===== src/design/jpeg_header_sof_parser_defines.svh =====
// Assertion macros used by the parser's top-level RTL file.
`ifndef JPEG_HEADER_SOF_PARSER_DEFINES_SVH
`define JPEG_HEADER_SOF_PARSER_DEFINES_SVH

// Checks that the consequent holds in the same cycle as the antecedent.
`define JHSP_ASSERT_NOW(name, clk, rst_n, ante, cons, msg) \
    name: assert property (@(posedge clk) disable iff (!rst_n) (ante) |-> (cons)) \
        else $error(msg);

// Checks that the consequent holds in the cycle after the antecedent.
`define JHSP_ASSERT_NEXT(name, clk, rst_n, ante, cons, msg) \
    name: assert property (@(posedge clk) disable iff (!rst_n) (ante) |=> (cons)) \
        else $error(msg);

`endif


===== src/design/jhsp_pkg.sv =====
`default_nettype none

package jhsp_pkg;

    localparam logic [2:0] ST_OK        = 3'd0;
    localparam logic [2:0] ST_NO_SOI    = 3'd1;
    localparam logic [2:0] ST_NO_FF     = 3'd2;
    localparam logic [2:0] ST_BAD_SOF   = 3'd3;
    localparam logic [2:0] ST_BAD_COUNT = 3'd4;

    localparam logic [1:0] FMT_GRAY = 2'd0;
    localparam logic [1:0] FMT_NV16 = 2'd1;
    localparam logic [1:0] FMT_NV12 = 2'd2;
    localparam logic [1:0] FMT_NONE = 2'd3;

    typedef struct packed {
        logic        emit;
        logic [2:0]  status;
        logic [15:0] image_width;
        logic [15:0] image_height;
        logic [1:0]  pixel_format;
        logic [15:0] header_length;
    } result_t;

endpackage

`default_nettype wire


===== src/design/jpeg_header_sof_parser.sv =====
// JPEG header parser for baseline SOF0 streams.
// The input channel (in_valid, in_ready) carries one header byte per word in
// data_byte; start_flag marks the first byte of a header and restarts the parser.
// The output channel (out_valid, out_ready) carries one result word: status,
// image_width, image_height, pixel_format and header_length.
// A result appears when the SOS length is known or at once on the byte that
// reveals an error; most bytes give no result.
// A byte accepted into the input register is parsed into the output register,
// and out_valid rises once the output register is loaded.
// The parser takes one byte per cycle while the receiver does not stall; the
// parse step lies between the input register and the output register.
// When the receiver stalls, the held result blocks the parse step, one more
// byte is taken into the input register if it was empty, and then in_ready falls.
// Reset empties both registers and leaves the parser idle; bytes without
// start_flag are then ignored until a start byte arrives.
`default_nettype none

`include "jpeg_header_sof_parser_defines.svh"

module jpeg_header_sof_parser (
    input  wire logic        clk,
    input  wire logic        rst_n,
    input  wire logic        in_valid,
    output logic             in_ready,
    input  wire logic [7:0]  data_byte,
    input  wire logic        start_flag,
    output logic             out_valid,
    input  wire logic        out_ready,
    output logic [2:0]       status,
    output logic [15:0]      image_width,
    output logic [15:0]      image_height,
    output logic [1:0]       pixel_format,
    output logic [15:0]      header_length
);
    import jhsp_pkg::*;

    logic        s1_valid_reg;
    logic [7:0]  s1_data_reg;
    logic        s1_start_reg;
    logic        s1_advance;
    result_t     step_result;

    logic        out_valid_reg;
    logic [2:0]  status_reg;
    logic [15:0] width_reg;
    logic [15:0] height_reg;
    logic [1:0]  format_reg;
    logic [15:0] hdr_len_reg;

    assign s1_advance = s1_valid_reg && (!out_valid_reg || out_ready);
    assign in_ready   = !s1_valid_reg || s1_advance;

    jhsp_parse_core u_core (
        .clk        (clk),
        .rst_n      (rst_n),
        .step_en    (s1_advance),
        .data_byte  (s1_data_reg),
        .start_flag (s1_start_reg),
        .result     (step_result)
    );

    always_ff @(posedge clk or negedge rst_n)
    begin
        if (!rst_n)
        begin
            s1_valid_reg <= 1'b0;
        end
        else if (in_ready)
        begin
            s1_valid_reg <= in_valid;
        end
    end

    always_ff @(posedge clk)
    begin
        if (in_valid && in_ready)
        begin
            s1_data_reg  <= data_byte;
            s1_start_reg <= start_flag;
        end
    end

    always_ff @(posedge clk or negedge rst_n)
    begin
        if (!rst_n)
        begin
            out_valid_reg <= 1'b0;
        end
        else if (step_result.emit)
        begin
            out_valid_reg <= 1'b1;
        end
        else if (out_ready)
        begin
            out_valid_reg <= 1'b0;
        end
    end

    always_ff @(posedge clk)
    begin
        if (step_result.emit)
        begin
            status_reg  <= step_result.status;
            width_reg   <= step_result.image_width;
            height_reg  <= step_result.image_height;
            format_reg  <= step_result.pixel_format;
            hdr_len_reg <= step_result.header_length;
        end
    end

    assign out_valid     = out_valid_reg;
    assign status        = status_reg;
    assign image_width   = width_reg;
    assign image_height  = height_reg;
    assign pixel_format  = format_reg;
    assign header_length = hdr_len_reg;

    `JHSP_ASSERT_NOW(a_ready_when_free, clk, rst_n, (!out_valid_reg || out_ready), in_ready, "input stalled while output is free")
    `JHSP_ASSERT_NEXT(a_emit_loads_out, clk, rst_n, step_result.emit, out_valid, "parsed result did not reach the output")
    `JHSP_ASSERT_NOW(a_error_fields, clk, rst_n, (out_valid && status != ST_OK), (image_width == 16'd0 && header_length == 16'd0 && pixel_format == FMT_NONE), "error word carries nonzero fields")

endmodule

`default_nettype wire


===== src/design/jhsp_parse_core.sv =====
`default_nettype none

module jhsp_parse_core (
    input  wire logic              clk,
    input  wire logic              rst_n,
    input  wire logic              step_en,
    input  wire logic [7:0]        data_byte,
    input  wire logic              start_flag,
    output jhsp_pkg::result_t      result
);
    import jhsp_pkg::*;

    localparam logic [2:0] PH_IDLE  = 3'd0;
    localparam logic [2:0] PH_SOI2  = 3'd1;
    localparam logic [2:0] PH_MARK  = 3'd2;
    localparam logic [2:0] PH_CODE  = 3'd3;
    localparam logic [2:0] PH_LENHI = 3'd4;
    localparam logic [2:0] PH_LENLO = 3'd5;
    localparam logic [2:0] PH_BODY  = 3'd6;

    localparam logic [7:0] MK_FF   = 8'hFF;
    localparam logic [7:0] MK_SOI  = 8'hD8;
    localparam logic [7:0] MK_SOF0 = 8'hC0;
    localparam logic [7:0] MK_SOS  = 8'hDA;
    localparam logic [7:0] SAMP_11 = 8'h11;
    localparam logic [7:0] SAMP_21 = 8'h21;
    localparam logic [7:0] SAMP_22 = 8'h22;

    localparam logic [4:0] POS_FIRST = 5'd3;
    localparam logic [4:0] POS_MAX   = 5'd31;

    // Expected bytes of the three-component table, by segment position.
    function automatic logic [7:0] want3(input logic [4:0] pos);
        logic [7:0] v;
        begin
            unique case (pos)
                5'd9:    v = 8'd1;
                5'd12:   v = 8'd2;
                5'd13:   v = SAMP_11;
                5'd14:   v = 8'd1;
                5'd15:   v = 8'd3;
                5'd16:   v = SAMP_11;
                5'd17:   v = 8'd1;
                default: v = 8'd0;
            endcase
            return v;
        end
    endfunction

    logic [2:0]  phase_reg, phase_next;
    logic [15:0] offset_reg, offset_next;
    logic [15:0] remain_reg, remain_next;
    logic [7:0]  marker_reg, marker_next;
    logic [7:0]  len_hi_reg, len_hi_next;
    logic [4:0]  pos_reg, pos_next;
    logic [15:0] width_reg, width_next;
    logic [15:0] height_reg, height_next;
    logic [7:0]  count_reg, count_next;
    logic        match_reg, match_next;
    logic [7:0]  luma_reg, luma_next;
    logic [1:0]  format_reg, format_next;

    logic [15:0] len_full;
    logic [15:0] len_eff;
    logic [15:0] remain_dec;
    logic        match_upd;
    logic        sof_err;
    logic [2:0]  sof_status;

    assign len_full   = {len_hi_reg, data_byte};
    assign len_eff    = (len_full < 16'd2) ? 16'd2 : len_full;
    assign remain_dec = remain_reg - 16'd1;
    assign match_upd  = match_reg & (data_byte == want3(pos_reg));

    always_comb
    begin
        phase_next  = phase_reg;
        offset_next = offset_reg;
        remain_next = remain_reg;
        marker_next = marker_reg;
        len_hi_next = len_hi_reg;
        pos_next    = pos_reg;
        width_next  = width_reg;
        height_next = height_reg;
        count_next  = count_reg;
        match_next  = match_reg;
        luma_next   = luma_reg;
        format_next = format_reg;
        sof_err     = 1'b0;
        sof_status  = ST_OK;
        result      = '0;
        result.pixel_format = FMT_NONE;

        if (start_flag)
        begin
            offset_next = 16'd1;
            remain_next = '0;
            marker_next = '0;
            len_hi_next = '0;
            pos_next    = '0;
            width_next  = '0;
            height_next = '0;
            count_next  = '0;
            match_next  = 1'b1;
            luma_next   = '0;
            format_next = FMT_NONE;
            if (data_byte != MK_FF)
            begin
                phase_next    = PH_IDLE;
                result.emit   = 1'b1;
                result.status = ST_NO_SOI;
            end
            else
            begin
                phase_next = PH_SOI2;
            end
        end
        else if (phase_reg != PH_IDLE)
        begin
            offset_next = offset_reg + 16'd1;
            unique case (phase_reg)
                PH_SOI2:
                begin
                    if (data_byte != MK_SOI)
                    begin
                        phase_next    = PH_IDLE;
                        result.emit   = 1'b1;
                        result.status = ST_NO_SOI;
                    end
                    else
                    begin
                        phase_next = PH_MARK;
                    end
                end
                PH_MARK:
                begin
                    if (data_byte != MK_FF)
                    begin
                        phase_next    = PH_IDLE;
                        result.emit   = 1'b1;
                        result.status = ST_NO_FF;
                    end
                    else
                    begin
                        phase_next = PH_CODE;
                    end
                end
                PH_CODE:
                begin
                    marker_next = data_byte;
                    phase_next  = PH_LENHI;
                end
                PH_LENHI:
                begin
                    len_hi_next = data_byte;
                    phase_next  = PH_LENLO;
                end
                PH_LENLO:
                begin
                    if (marker_reg == MK_SOS)
                    begin
                        phase_next           = PH_IDLE;
                        result.emit          = 1'b1;
                        result.status        = ST_OK;
                        result.image_width   = width_reg;
                        result.image_height  = height_reg;
                        result.pixel_format  = format_reg;
                        result.header_length = offset_reg + len_eff - 16'd1;
                    end
                    else
                    begin
                        remain_next = len_eff - 16'd2;
                        pos_next    = POS_FIRST;
                        phase_next  = (len_eff != 16'd2) ? PH_BODY : PH_MARK;
                    end
                end
                PH_BODY:
                begin
                    if (marker_reg == MK_SOF0)
                    begin
                        unique case (pos_reg)
                            5'd3:
                            begin
                                if (data_byte != 8'd8)
                                begin
                                    sof_err    = 1'b1;
                                    sof_status = ST_BAD_SOF;
                                end
                            end
                            5'd4: height_next = {data_byte, height_reg[7:0]};
                            5'd5: height_next = {height_reg[15:8], data_byte};
                            5'd6: width_next  = {data_byte, width_reg[7:0]};
                            5'd7: width_next  = {width_reg[15:8], data_byte};
                            5'd8:
                            begin
                                count_next = data_byte;
                                match_next = 1'b1;
                                if (data_byte != 8'd1 && data_byte != 8'd3)
                                begin
                                    sof_err    = 1'b1;
                                    sof_status = ST_BAD_COUNT;
                                end
                            end
                            default:
                            begin
                                if (pos_reg >= 5'd9 && pos_reg <= 5'd17)
                                begin
                                    if (count_reg == 8'd1)
                                    begin
                                        if (pos_reg == 5'd9 && data_byte != 8'd1)
                                        begin
                                            match_next = 1'b0;
                                        end
                                        if (pos_reg == 5'd10 && data_byte != SAMP_11)
                                        begin
                                            match_next = 1'b0;
                                        end
                                        if (pos_reg == 5'd11)
                                        begin
                                            if (data_byte != 8'd0 || !match_reg)
                                            begin
                                                sof_err    = 1'b1;
                                                sof_status = ST_BAD_SOF;
                                            end
                                            else
                                            begin
                                                format_next = FMT_GRAY;
                                            end
                                        end
                                    end
                                    else if (pos_reg == 5'd10)
                                    begin
                                        luma_next = data_byte;
                                    end
                                    else
                                    begin
                                        match_next = match_upd;
                                        if (pos_reg == 5'd17 && match_upd)
                                        begin
                                            priority if (luma_reg == SAMP_21)
                                            begin
                                                format_next = FMT_NV16;
                                            end
                                            else if (luma_reg == SAMP_22)
                                            begin
                                                format_next = FMT_NV12;
                                            end
                                            else
                                            begin
                                                sof_err    = 1'b1;
                                                sof_status = ST_BAD_SOF;
                                            end
                                        end
                                    end
                                end
                            end
                        endcase
                    end
                    if (sof_err)
                    begin
                        phase_next    = PH_IDLE;
                        result.emit   = 1'b1;
                        result.status = sof_status;
                    end
                    else
                    begin
                        remain_next = remain_dec;
                        pos_next    = (pos_reg == POS_MAX) ? POS_MAX : pos_reg + 5'd1;
                        if (remain_dec == 16'd0)
                        begin
                            phase_next = PH_MARK;
                        end
                    end
                end
                default:
                begin
                    phase_next = PH_IDLE;
                end
            endcase
        end

        if (!step_en)
        begin
            result.emit = 1'b0;
        end
    end

    always_ff @(posedge clk or negedge rst_n)
    begin
        if (!rst_n)
        begin
            phase_reg  <= PH_IDLE;
            offset_reg <= '0;
            remain_reg <= '0;
            marker_reg <= '0;
            len_hi_reg <= '0;
            pos_reg    <= '0;
            width_reg  <= '0;
            height_reg <= '0;
            count_reg  <= '0;
            match_reg  <= 1'b1;
            luma_reg   <= '0;
            format_reg <= FMT_NONE;
        end
        else if (step_en)
        begin
            phase_reg  <= phase_next;
            offset_reg <= offset_next;
            remain_reg <= remain_next;
            marker_reg <= marker_next;
            len_hi_reg <= len_hi_next;
            pos_reg    <= pos_next;
            width_reg  <= width_next;
            height_reg <= height_next;
            count_reg  <= count_next;
            match_reg  <= match_next;
            luma_reg   <= luma_next;
            format_reg <= format_next;
        end
    end

endmodule

`default_nettype wire


===== config.mk =====
export PLATFORM = sky130hd
export DESIGN_NAME = jpeg_header_sof_parser
export DESIGN_NICKNAME = d
export VERILOG_FILES = /design/src/design/jhsp_pkg.sv /design/src/design/jpeg_header_sof_parser.sv /design/src/design/jhsp_parse_core.sv
export VERILOG_INCLUDE_DIRS = /design/src /design/src/design
export SDC_FILE = /design/constraint.sdc
export NUM_CORES = 1
export LEC_CHECK = 0
export BUFFER_PORTS_ARGS = -buffer_cell sky130_fd_sc_hd__buf_2
export CORE_MARGIN = 5
export CORE_UTILIZATION = 45
export DETAILED_ROUTE_END_ITERATION = 12
export PLACE_DENSITY = 0.64
export SYNTH_ARGS = -nofsm -noshare
export SYNTH_HDL_FRONTEND = slang
export SYNTH_HIERARCHICAL = 1
export SYNTH_SLANG_ARGS = --single-unit
export TNS_END_PERCENT = 10

===== constraint.sdc =====
create_clock -name clk -period 5.05 [get_ports clk]
set_clock_uncertainty 0.05 [all_clocks]
set_input_delay 0.2525 -clock clk [delete_from_list [all_inputs] [get_ports clk]]
set_output_delay 0.2525 -clock clk [all_outputs]
set_load 0.01 [all_outputs]

==> results of run 1 <==
## layout make-up
type                            instances  area [sq um]  area share (%)
Inverter                               71           267            2.51
Tap cell                              270           338            3.18
Clock inverter                         12           128            1.20
Clock buffer                           20           457            4.30
Timing Repair Buffer                   87           515            4.85
Multi-Input combinational cell        663          4330            40.7
Sequential cell                       171          4590            43.2
## stage by stage
step | utilization (%) | instance area, sq um
global placement | 48.8 | 9930
floorplan | - | 9350
detailed placement | 48.8 | 9930
CTS | 52.2 | 10600
global route | 52.2 | 10600
finish | 52.2 | 10600
## power by group
| group | switching [W] | total (W) | internal [W] |
|---|---|---|---|
| Sequential | 0.000270 | 0.00201 | 0.00174 |
| Clock | 0.000575 | 0.00130 | 0.000720 |
| Combinational | 0.00106 | 0.00178 | 0.000717 |
## cells in the final DEF (no fill, tap or decap), types with 6 or more instances in the layout
cell           instances
a21oi_1               36
a22o_1                11
a31oi_1               12
and2_1                41
and3_1                12
buf_2                 66
buf_4                 10
clkbuf_16             17
dfrtp_1              106
dlygate4sd3_1         11
edfxtp_1              62
ha_1                  37
inv_1                 71
mux2_2                18
nand2_1              115
nand2b_1              20
nand3_1               18
nand4_1                9
nor2_1                70
nor3_1                17
nor4_1                11
o21ai_0               49
o22ai_1                7
o31ai_1               36
or3_1                 13
xnor2_1               34
xor2_1                 6
## cells in the mapped netlist (5+ instances only)
cell type  instances  area [sq um]
nand3_1           18          90.1
nand2b_1          20           125
nand4_1            9          56.3
and2_1            41           257
and3_1            12          75.1
a22o_1            11          96.3
nor4_1            11          68.8
xnor2_1           34           298
nor2b_1            5          31.3
nand2_1          115           432
o22ai_1            7          43.8
mux2_2            18           203
a31oi_1           12          75.1
or3_1             13          81.3
clkbuf_1          26          97.6
edfxtp_1          62          1860
o31ai_1           36           270
inv_1             71           267
dfrtp_1          106          2650
o21ai_1            5          25.0
xor2_1             6          52.6
a21oi_1           37           185
nor3_1            18          90.1
o21ai_0           49           245
nor2_1            70           263
buf_2              8          40.0
ha_1              37           463
o21a_1             5          37.5
## cells by family after synthesis
kind of cell | synth area share, %
DFF | 49.1
buffers and inverters | 4.81
AOI/OAI and AO/OA | 14.3
adders and majority gates | 5.17
xor gates and xnor gates | 3.75
and+or+nand+nor | 20.5
muxes | 2.38
## metal layers
metal | up-vias | share of wire [%]
met2 | 242 | 45
met1 | 3373 | 46
met4 | 0 | 2.0
li1 | 3482 | -
met3 | 34 | 6.9
met5 | - | 0
## final timing paths
| path | from | to | slack [ns] |
|---|---|---|---|
| setup / recovery | u_core/len_hi_reg[3]$_DFFE_PN0P_ | header_length[14]$_DFFE_PP_ | 0.89 |
| hold / removal | out_ready | s1_valid_reg$_DFFE_PN0P_ | 0.07 |
| setup reg to reg | u_core/len_hi_reg[3]$_DFFE_PN0P_ | header_length[14]$_DFFE_PP_ | 0.89 |
| hold reg to reg | u_core/height_reg[7]$_DFFE_PN0P_ | u_core/height_reg[7]$_DFFE_PN0P_ | 0.42 |
| max in group asynchronous | rst_n | u_core/height_reg[7]$_DFFE_PN0P_ | 3.44 |
| min in group asynchronous | rst_n | u_core/pos_reg[0]$_DFFE_PN0P_ | 0.51 |
## worst register-to-register path: stages, from the launching register on
cell and delay, ns:
dfrtp_1 0.38, or3_1 0.42, or4_1 0.46, nor3_2 0.13
buf_4 0.16, a21oi_1 0.15, ha_1 0.23, inv_1 0.10
ha_1 0.25, a21oi_1 0.23, o221ai_1 0.19, o41ai_1 0.28
buf_4 0.19, o21ai_0 0.10, nand2b_1 0.16, a31o_2 0.25
xnor2_1 0.12, nor2_1 0.05
## timing repair
item	in CTS	in global routing
endpoints found under the hold margin	16	0
hold buffers	11	0
gates resized for setup	0	0
==> results.toml, run 1 <==
[synth]
ys_types = 77
synthCells = 946
avgSynthCellArea_sq_um = 9.88
synth_ff_type = "dfrtp_1"
synth-edff-count = 62
ys_ff_latch = 171
yosysWarnings = 6
synth_nets = 997
syn_area_sq_mm = 0.00935
seq_area_frac_synth_pct = 49.1
postSynth.asyncResetShare_pct = 63.7

[global_route]
antenna_found_initial = 0
grt_pass1_wl_microns = 35700
grt_use_total_pct = 18.8
grt_overflow = 0
grt_max_degree = 79
busiest_layer = "met2"
grt_pass1_vias = 6611
use_met3_pct = 4.44
use_met2_pct = 28.2
grt_use_met1_pct = 27.0

[sta]
fmax_ghz = 0.240
timing.hold.ws_ns = 0.0745
hold_viol = 0
rsz0062_at_grt = "no"
fin_crit_sh_pct = 82.4
max_slew_margin_pct = 29.1
fin_crit_ns = 4.16
setup_viol = 0
tns_ns = 0
finalMaxSlewViolations = 0
setup_ws_ns = 0.887
tightest_slew_ns = 1.06

[routing]
wl_microns = 22400
dr.pass1.iters = 5
via_per_inst = 5.51
wl_per_cell_microns = 17.3
drt_iter0_markers = 601
antenna_left = 0
via_count = 7131
drc = 0

[power]
vdd_drop_max_mv = 0.271
p_total_w = 0.00508
p_per_area_mw_per_mm2 = 478
leakage_nw = 4.47

[floorplan]
die_w_microns = 154
core_area_sq_mm = 0.0204
ios = 68
dieArea_sq_mm = 0.0238
start_util_pct = 45.9
std_cell_rows = 52
dieHeight_microns = 154

[setup_path]
slowest_delay_ns = 0.46
cp_max_fo = 5
worstSetupEndpointType = "flop"
slowest_stage = "or4_1"
cp.depth = 17
critPathRequiredTime_ns = 5.16
critical-path-top-delay-family = "simple AND/OR/NAND/NOR gates"
crit_arrival_ns = 4.27
crit_chain = "or3_1, or4_1, nor3_2, buf_4, a21oi_1, ha_1, inv_1, ha_1, a21oi_1, o221ai_1, o41ai_1, buf_4, o21ai_0, nand2b_1, a31o_2, xnor2_1, nor2_1"
critPathBufInv = 3
cp-start-kind = "flop"
rr_worst_depth = 17
path_class = "reg2reg"

[layout]
antenna_cells = 0
fin_nets = 1062
area_growth_pct = 13.7
fin_cells = 1294
fillers = 1814
layout-drive-gt1-share_pct = 15.0

[flow_run]
maxCapViolCount = 0

[clock_tree]
root_buffer = "clkbuf_16"
clk_path_buf_depth = 2
clkLatencyLatePin_ns = 0.43
htree_levels = 4
cts_buffers = 17
cts_tree = "yes"
cts_sinks = 171
clkSlewWorstSetupHoldPaths_ns = 0.07
post_cts_buffers = 0

[placed_design]
port_buffers = 67
dp_cells = 1251
dp_hpwl_microns = 15600
gp_congestion = 0.905
place_ws_ns = 0.964

[worst_hold_path]
min_path_type = "in2reg"
min_path_cells = 3

[run_status]
status = "finished, final reports clean"
Note: power is estimated with default switching activity, not from simulation.
==> run 2: changes to the inputs <==
Clock period 5.05 ns to 3.7 ns, I/O delays scaled along.
==> run 2 against run 1 <==
  * The flow now finishes with violations (negative setup slack)
  * Wire length rose by 2.2%
  * Critical endpoint is now header_length[15]$_DFFE_PP_
  * Critical path type unchanged
  * Sequential share of layout area decreased by 1.9 points
  * Setup slack got worse by 0.94 ns
  * Largest cell class unchanged
==> results.toml, run 2 (same netlist as run 1, synthesis figures left out) <==
[run_status]
status = "finished, violations left"
failed_checks = "negative setup slack"

[routing]
highest_layer = "met4"
dr.pass1.iters = 6
antenna_left = 0
dr_wl_met2_microns = 10100
wl_per_cell_microns = 17.0
wl_microns = 22800
met1_length_microns = 10700
via_per_inst = 5.51
met3WireLength_microns = 1330
via_count = 7389
drc = 0
drt_iter0_markers = 553

[sta]
max_slew_margin_pct = 39.8
setup_ws_ns = -0.0496
tns_ns = -0.0795
hold_viol = 0
fmax_ghz = 0.267
tightest_slew_ns = 0.898
rsz0062_at_grt = "yes"
setup_viol = 2
fin_crit_sh_pct = 101
fin_crit_ns = 3.75
finalMaxSlewViolations = 0

[layout]
regArea_sq_mm = 0.00459
mostFrequentLayoutCells = "nand2_1, dfrtp_1, inv_1"
fillers = 1813
antenna_cells = 0
area_growth_pct = 18.9
fin_nets = 1109
layout-drive-gt1-share_pct = 20.5
multi_input_area_sq_mm = 0.00444
final_common_cell = "nand2_1"
final_util_pct = 54.6

[clock_tree]
clk_path_buf_depth = 2
cts_buffers = 17
cts_tree = "yes"
clkLatencyLatePin_ns = 0.43
root_buffer = "clkbuf_16"
clkSlewWorstSetupHoldPaths_ns = 0.07
htree_levels = 4
cts_sinks = 171

[floorplan]
dieHeight_microns = 154
std_cell_rows = 52
ios = 68
start_util_pct = 45.9
core_area_sq_mm = 0.0204
die_w_microns = 154
dieArea_sq_mm = 0.0238

[setup_path]
rr_worst_depth = 16
cp_max_fo = 3
reg2reg_slack_ns = -0.05
regToRegStartpoint = "u_core/len_hi_reg[3]$_DFFE_PN0P_"
cp-start-kind = "flop"
path_class = "reg2reg"
crit_arrival_ns = 3.89
worstSetupEndpointType = "flop"
critPathRequiredTime_ns = 3.84
r2r-end = "header_length[15]$_DFFE_PP_"

[power]
vdd_drop_max_mv = 0.438
leakage_nw = 4.74
p_per_area_mw_per_mm2 = 649

[global_route]
antenna_found_initial = 1
grt_max_degree = 51
grt_pass1_vias = 6924
grt_pass1_wl_microns = 36900
grt_use_total_pct = 19.4
grt_overflow = 0

[placed_design]
dp_hpwl_microns = 16100
port_buffers = 67
gp_congestion = 0.907

[flow_run]
maxCapViolCount = 0

[worst_hold_path]
min_path_type = "in2async"
==> run 2: cell count changes in the layout (fill, tap and decap cells not counted), sizes merged <==
cell         delta
buf            +45
bufinv          -1
inv             +4
clkbuf          -2
clkinv          +2
dlygate4sd3     +2
clkinvlp        -3
==> run 2: final cells by class <==
| class | count | share of cell area [%] |
|---|---|---|
| Sequential cell | 171 | 41.3 |
| Multi-Input combinational cell | 663 | 40.0 |
| Timing Repair Buffer | 134 | 7.97 |
| Clock buffer | 18 | 3.95 |
| Tap cell | 270 | 3.04 |
| Inverter | 71 | 2.40 |
| Clock inverter | 14 | 1.28 |
==> run 2: how the worst max path moves through the flow <==
| stage | start | to | slack, ns |
|---|---|---|---|
| after floorplan | u_core/len_hi_reg[3]$_DFFE_PN0P_ | header_length[14]$_DFFE_PP_ | -0.14 |
| after global placement | u_core/len_hi_reg[3]$_DFFE_PN0P_ | header_length[14]$_DFFE_PP_ | -0.20 |
| after detailed placement | u_core/len_hi_reg[3]$_DFFE_PN0P_ | header_length[14]$_DFFE_PP_ | -0.23 |
| after CTS | u_core/len_hi_reg[1]$_DFFE_PN0P_ | header_length[15]$_DFFE_PP_ | -0.11 |
| after global routing | u_core/len_hi_reg[3]$_DFFE_PN0P_ | header_length[15]$_DFFE_PP_ | -0.33 |
| final | u_core/len_hi_reg[3]$_DFFE_PN0P_ | header_length[15]$_DFFE_PP_ | -0.05 |
==> run 2: metal layers <==
| layer | up-vias | global-route usage, % |
|---|---|---|
| li1 | 3573 | - |
| met1 | 3535 | 27.6 |
| met2 | 240 | 29.3 |
| met3 | 41 | 3.63 |
| met4 | 0 | 7.78 |
| met5 | - | 0 |
==> run 2: critical path: stages, from the launching register on <==
cell      delay [ns]
dfrtp_1         0.38
or3_1           0.38
or4_4           0.46
nor3_4          0.21
a21oi_2         0.09
ha_1            0.30
inv_2           0.04
ha_4            0.15
fa_2            0.36
a21oi_2         0.16
o211ai_1        0.14
nand2_1         0.13
o211ai_1        0.14
a21oi_1         0.18
o21bai_1        0.10
xnor2_1         0.15
nor2_1          0.06
==> run 2: repair_timing <==
item | in CTS | in global routing
pin swaps | 18 | 16
setup buffers | 8 | 3
gates resized for setup | 19 | 7
hold endpoints to repair | 44 | 0
endpoints found under the setup margin | 6 | 14
cloned | 0 | 0
hold buffers | 13 | 0
==> run 2: where the power goes <==
group / total [W] / switching [W] / internal [W]
Combinational: 0.00272 / 0.00155 / 0.00117
Clock: 0.00176 / 0.000841 / 0.000920
Sequential: 0.00273 / 0.000356 / 0.00237
Total: 0.00721 / 0.00274 / 0.00446
==> run 2: stage by stage <==
step | hold WS (ns) | worst slack (ns) | area (sq um) | power [W] | cells
after global routing | 0.254 | -0.330 | 11100 | 0.00769 | 1341
final | 0.207 | -0.0496 | 11100 | 0.00721 | 1341
after global placement | 0.135 | -0.197 | 10200 | 0.00524 | 1285
after detailed placement | 0.135 | -0.226 | 10200 | 0.00527 | 1285
after CTS | 0.229 | -0.111 | 11100 | 0.00720 | 1338
after floorplan | -0.161 | -0.143 | 9360 | 0.00452 | 946
==> run 3: changes to the inputs <==
Settings changed: CORE_ASPECT_RATIO set to 1.5, CORE_MARGIN 5 to not set.
==> run 3 against run 2 <==
  * The run still ends with negative setup slack left
  * Wire length increased by 1.8%
  * Non-clock buffer count increased by 4
  * Combinational power increased by 3%
  * Largest power group is now combinational cells
  * Highest routed layer unchanged
==> results.toml, run 3 (same netlist as run 1, synthesis figures left out) <==
[setup_path]
critical-path-top-delay-family = "simple AND/OR/NAND/NOR gates"
slowest_stage = "or4_4"
cp-start-kind = "flop"
regToRegStartpoint = "u_core/len_hi_reg[3]$_DFFE_PN0P_"
r2r-end = "header_length[15]$_DFFE_PP_"
path_class = "reg2reg"
slowest_delay_ns = 0.44
worstSetupEndpointType = "flop"
crit_chain = "or3_4, or4_4, nor3_4, a21oi_2, ha_1, inv_2, ha_4, fa_2, a21oi_2, o211ai_1, nand2_1, o211ai_1, a21oi_1, o21bai_1, xnor2_1, nor2_1"
critPathBufInv = 1
reg2reg_slack_ns = -0.007
cp_max_fo = 2
rr_worst_depth = 16
crit_arrival_ns = 3.84
critPathRequiredTime_ns = 3.83

[routing]
drt_iter0_markers = 672
drc = 0
wl_microns = 23300
dr.pass1.iters = 5
antenna_left = 0
via_count = 7488
wl_per_cell_microns = 17.4
via_per_inst = 5.59

[layout]
area_growth_pct = 19.3
antenna_cells = 0
regArea_sq_mm = 0.00459
mostFrequentLayoutCells = "nand2_1, dfrtp_1, nor2_1"
final_cell_area_sq_mm = 0.0111
layout-drive-gt1-share_pct = 20.6
fillers = 1854
final_common_cell = "nand2_1"
multi_input_area_sq_mm = 0.00443
fin_nets = 1113

[floorplan]
core_area_sq_mm = 0.0203
die_w_microns = 120
std_cell_rows = 64
start_util_pct = 46.0
dieArea_sq_mm = 0.0214
ios = 68
dieHeight_microns = 179

[sta]
hold_viol = 0
tightest_slew_ns = 0.844
fin_crit_ns = 3.71
setup_viol = 2
setup_ws_ns = -0.00696
fin_crit_sh_pct = 100
finalMaxSlewViolations = 0
max_slew_margin_pct = 43.4
fmax_ghz = 0.270
rsz0062_at_grt = "yes"

[clock_tree]
cts_sinks = 171
clkLatencyLatePin_ns = 0.44
clkSlewWorstSetupHoldPaths_ns = 0.07
cts_tree = "yes"
cts_buffers = 17
clk_path_buf_depth = 2
htree_levels = 4
root_buffer = "clkbuf_16"

[power]
p_switching_w = 0.00271
swShare_pct = 36.8
vdd_drop_max_mv = 0.265
power_frac_comb_pct = 37.9
internal_power_w = 0.00466
leakage_nw = 4.77
clkPwrFrac_pct = 25.0
p_per_area_mw_per_mm2 = 661
seqPwrFrac_pct = 37.0
p_total_w = 0.00737

[placed_design]
gp_congestion = 0.928
place_ws_ns = -0.217
placed_cell_area_sq_mm = 0.0102
port_buffers = 67
dp_hpwl_microns = 16800

[global_route]
grt_overflow = 0
grt_use_total_pct = 23.0
antenna_found_initial = 0
grt_pass1_wl_microns = 37900
grt_pass1_vias = 7329
grt_max_degree = 52

[run_status]
status = "finished, violations left"
failed_checks = "negative setup slack"

[worst_hold_path]
min_path_type = "in2async"

[flow_run]
maxCapViolCount = 0
-- run 3: changes by cell type in the layout (fill, tap and decap cells not counted), moves of 2 or more --
cell,change
clkinv_4,-3
clkbuf_4,+2
inv_8,-2
buf_4,+3
clkbuf_16,+2
-- run 3: how the worst max path moves through the flow --
stage | start | end | slack [ns] | cells past startpoint
detailed placement | u_core/len_hi_reg[3]$_DFFE_PN0P_ | header_length[14]$_DFFE_PP_ | -0.22 | 18
global placement | u_core/len_hi_reg[3]$_DFFE_PN0P_ | header_length[14]$_DFFE_PP_ | -0.14 | 18
global route | u_core/len_hi_reg[3]$_DFFE_PN0P_ | header_length[15]$_DFFE_PP_ | -0.22 | 16
floorplan | u_core/len_hi_reg[3]$_DFFE_PN0P_ | header_length[14]$_DFFE_PP_ | -0.14 | 15
CTS | u_core/len_hi_reg[1]$_DFFE_PN0P_ | header_length[14]$_DFFE_PP_ | -0.07 | 16
finish | u_core/len_hi_reg[3]$_DFFE_PN0P_ | header_length[15]$_DFFE_PP_ | -0.007 | 16
-- run 3: final cells by class --
cell class                 instances  area share [%]
timing repair buffer             138            8.25
clock inverter                    10            1.03
clock buffer                      22            4.43
tap                              264            2.96
inverter                          71            2.39
sequential                       171            41.2
multi-input combinational        663            39.7
-- run 3: power by group through the flow --
stage / combinational (W) / clock (W) / sequential (W)
after global routing: 0.00311 / 0.00196 / 0.00278
after detailed placement: 0.00257 / 0 / 0.00275
after floorplan: 0.00185 / 0 / 0.00267
after global placement: 0.00254 / 0 / 0.00274
final: 0.00280 / 0.00185 / 0.00273
after CTS: 0.00273 / 0.00189 / 0.00272
-- run 3: worst reg2reg max path: stages (launching register included) --
cell and delay, ns:
dfrtp_1 0.39, or3_4 0.39, or4_4 0.44, nor3_4 0.18
a21oi_2 0.10, ha_1 0.31, inv_2 0.04, ha_4 0.16
fa_2 0.37, a21oi_2 0.15, o211ai_1 0.14, nand2_1 0.12
o211ai_1 0.14, a21oi_1 0.17, o21bai_1 0.10, xnor2_1 0.16
nor2_1 0.06
-- run 3: timing repair --
action / CTS / global route
gates resized for setup: 22 / 5
hold buffers: 13 / 0
hold endpoints to repair: 52 / 0
setup endpoints to repair: 6 / 7
setup buffers: 6 / 2
pin swaps: 17 / 16
-- run 3: per-layer routing --
metal | share of wire [%] | vias to the layer above | GRT usage [%] | routed length, microns
li1 | - | 3590 | - | -
met1 | 39 | 3557 | 26.4 | 9130
met2 | 51 | 258 | 39.8 | 11900
met3 | 4.8 | 83 | 4.19 | 1120
met4 | 4.9 | 0 | 13.8 | 1150
met5 | 0 | - | 0 | 0
-- run 3: through the flow --
| stage | hold WS, ns | instances | setup TNS [ns] | util, % |
|---|---|---|---|---|
| finish | 0.251 | 1339 | -0.0114 | 54.8 |
| global route | 0.316 | 1339 | -0.522 | 54.8 |
| CTS | 0.265 | 1337 | -0.0987 | 54.7 |
| detailed placement | 0.187 | 1286 | -0.631 | 50.4 |
| global placement | 0.180 | 1286 | -0.279 | 50.4 |
| floorplan | -0.161 | 946 | -0.179 | - |
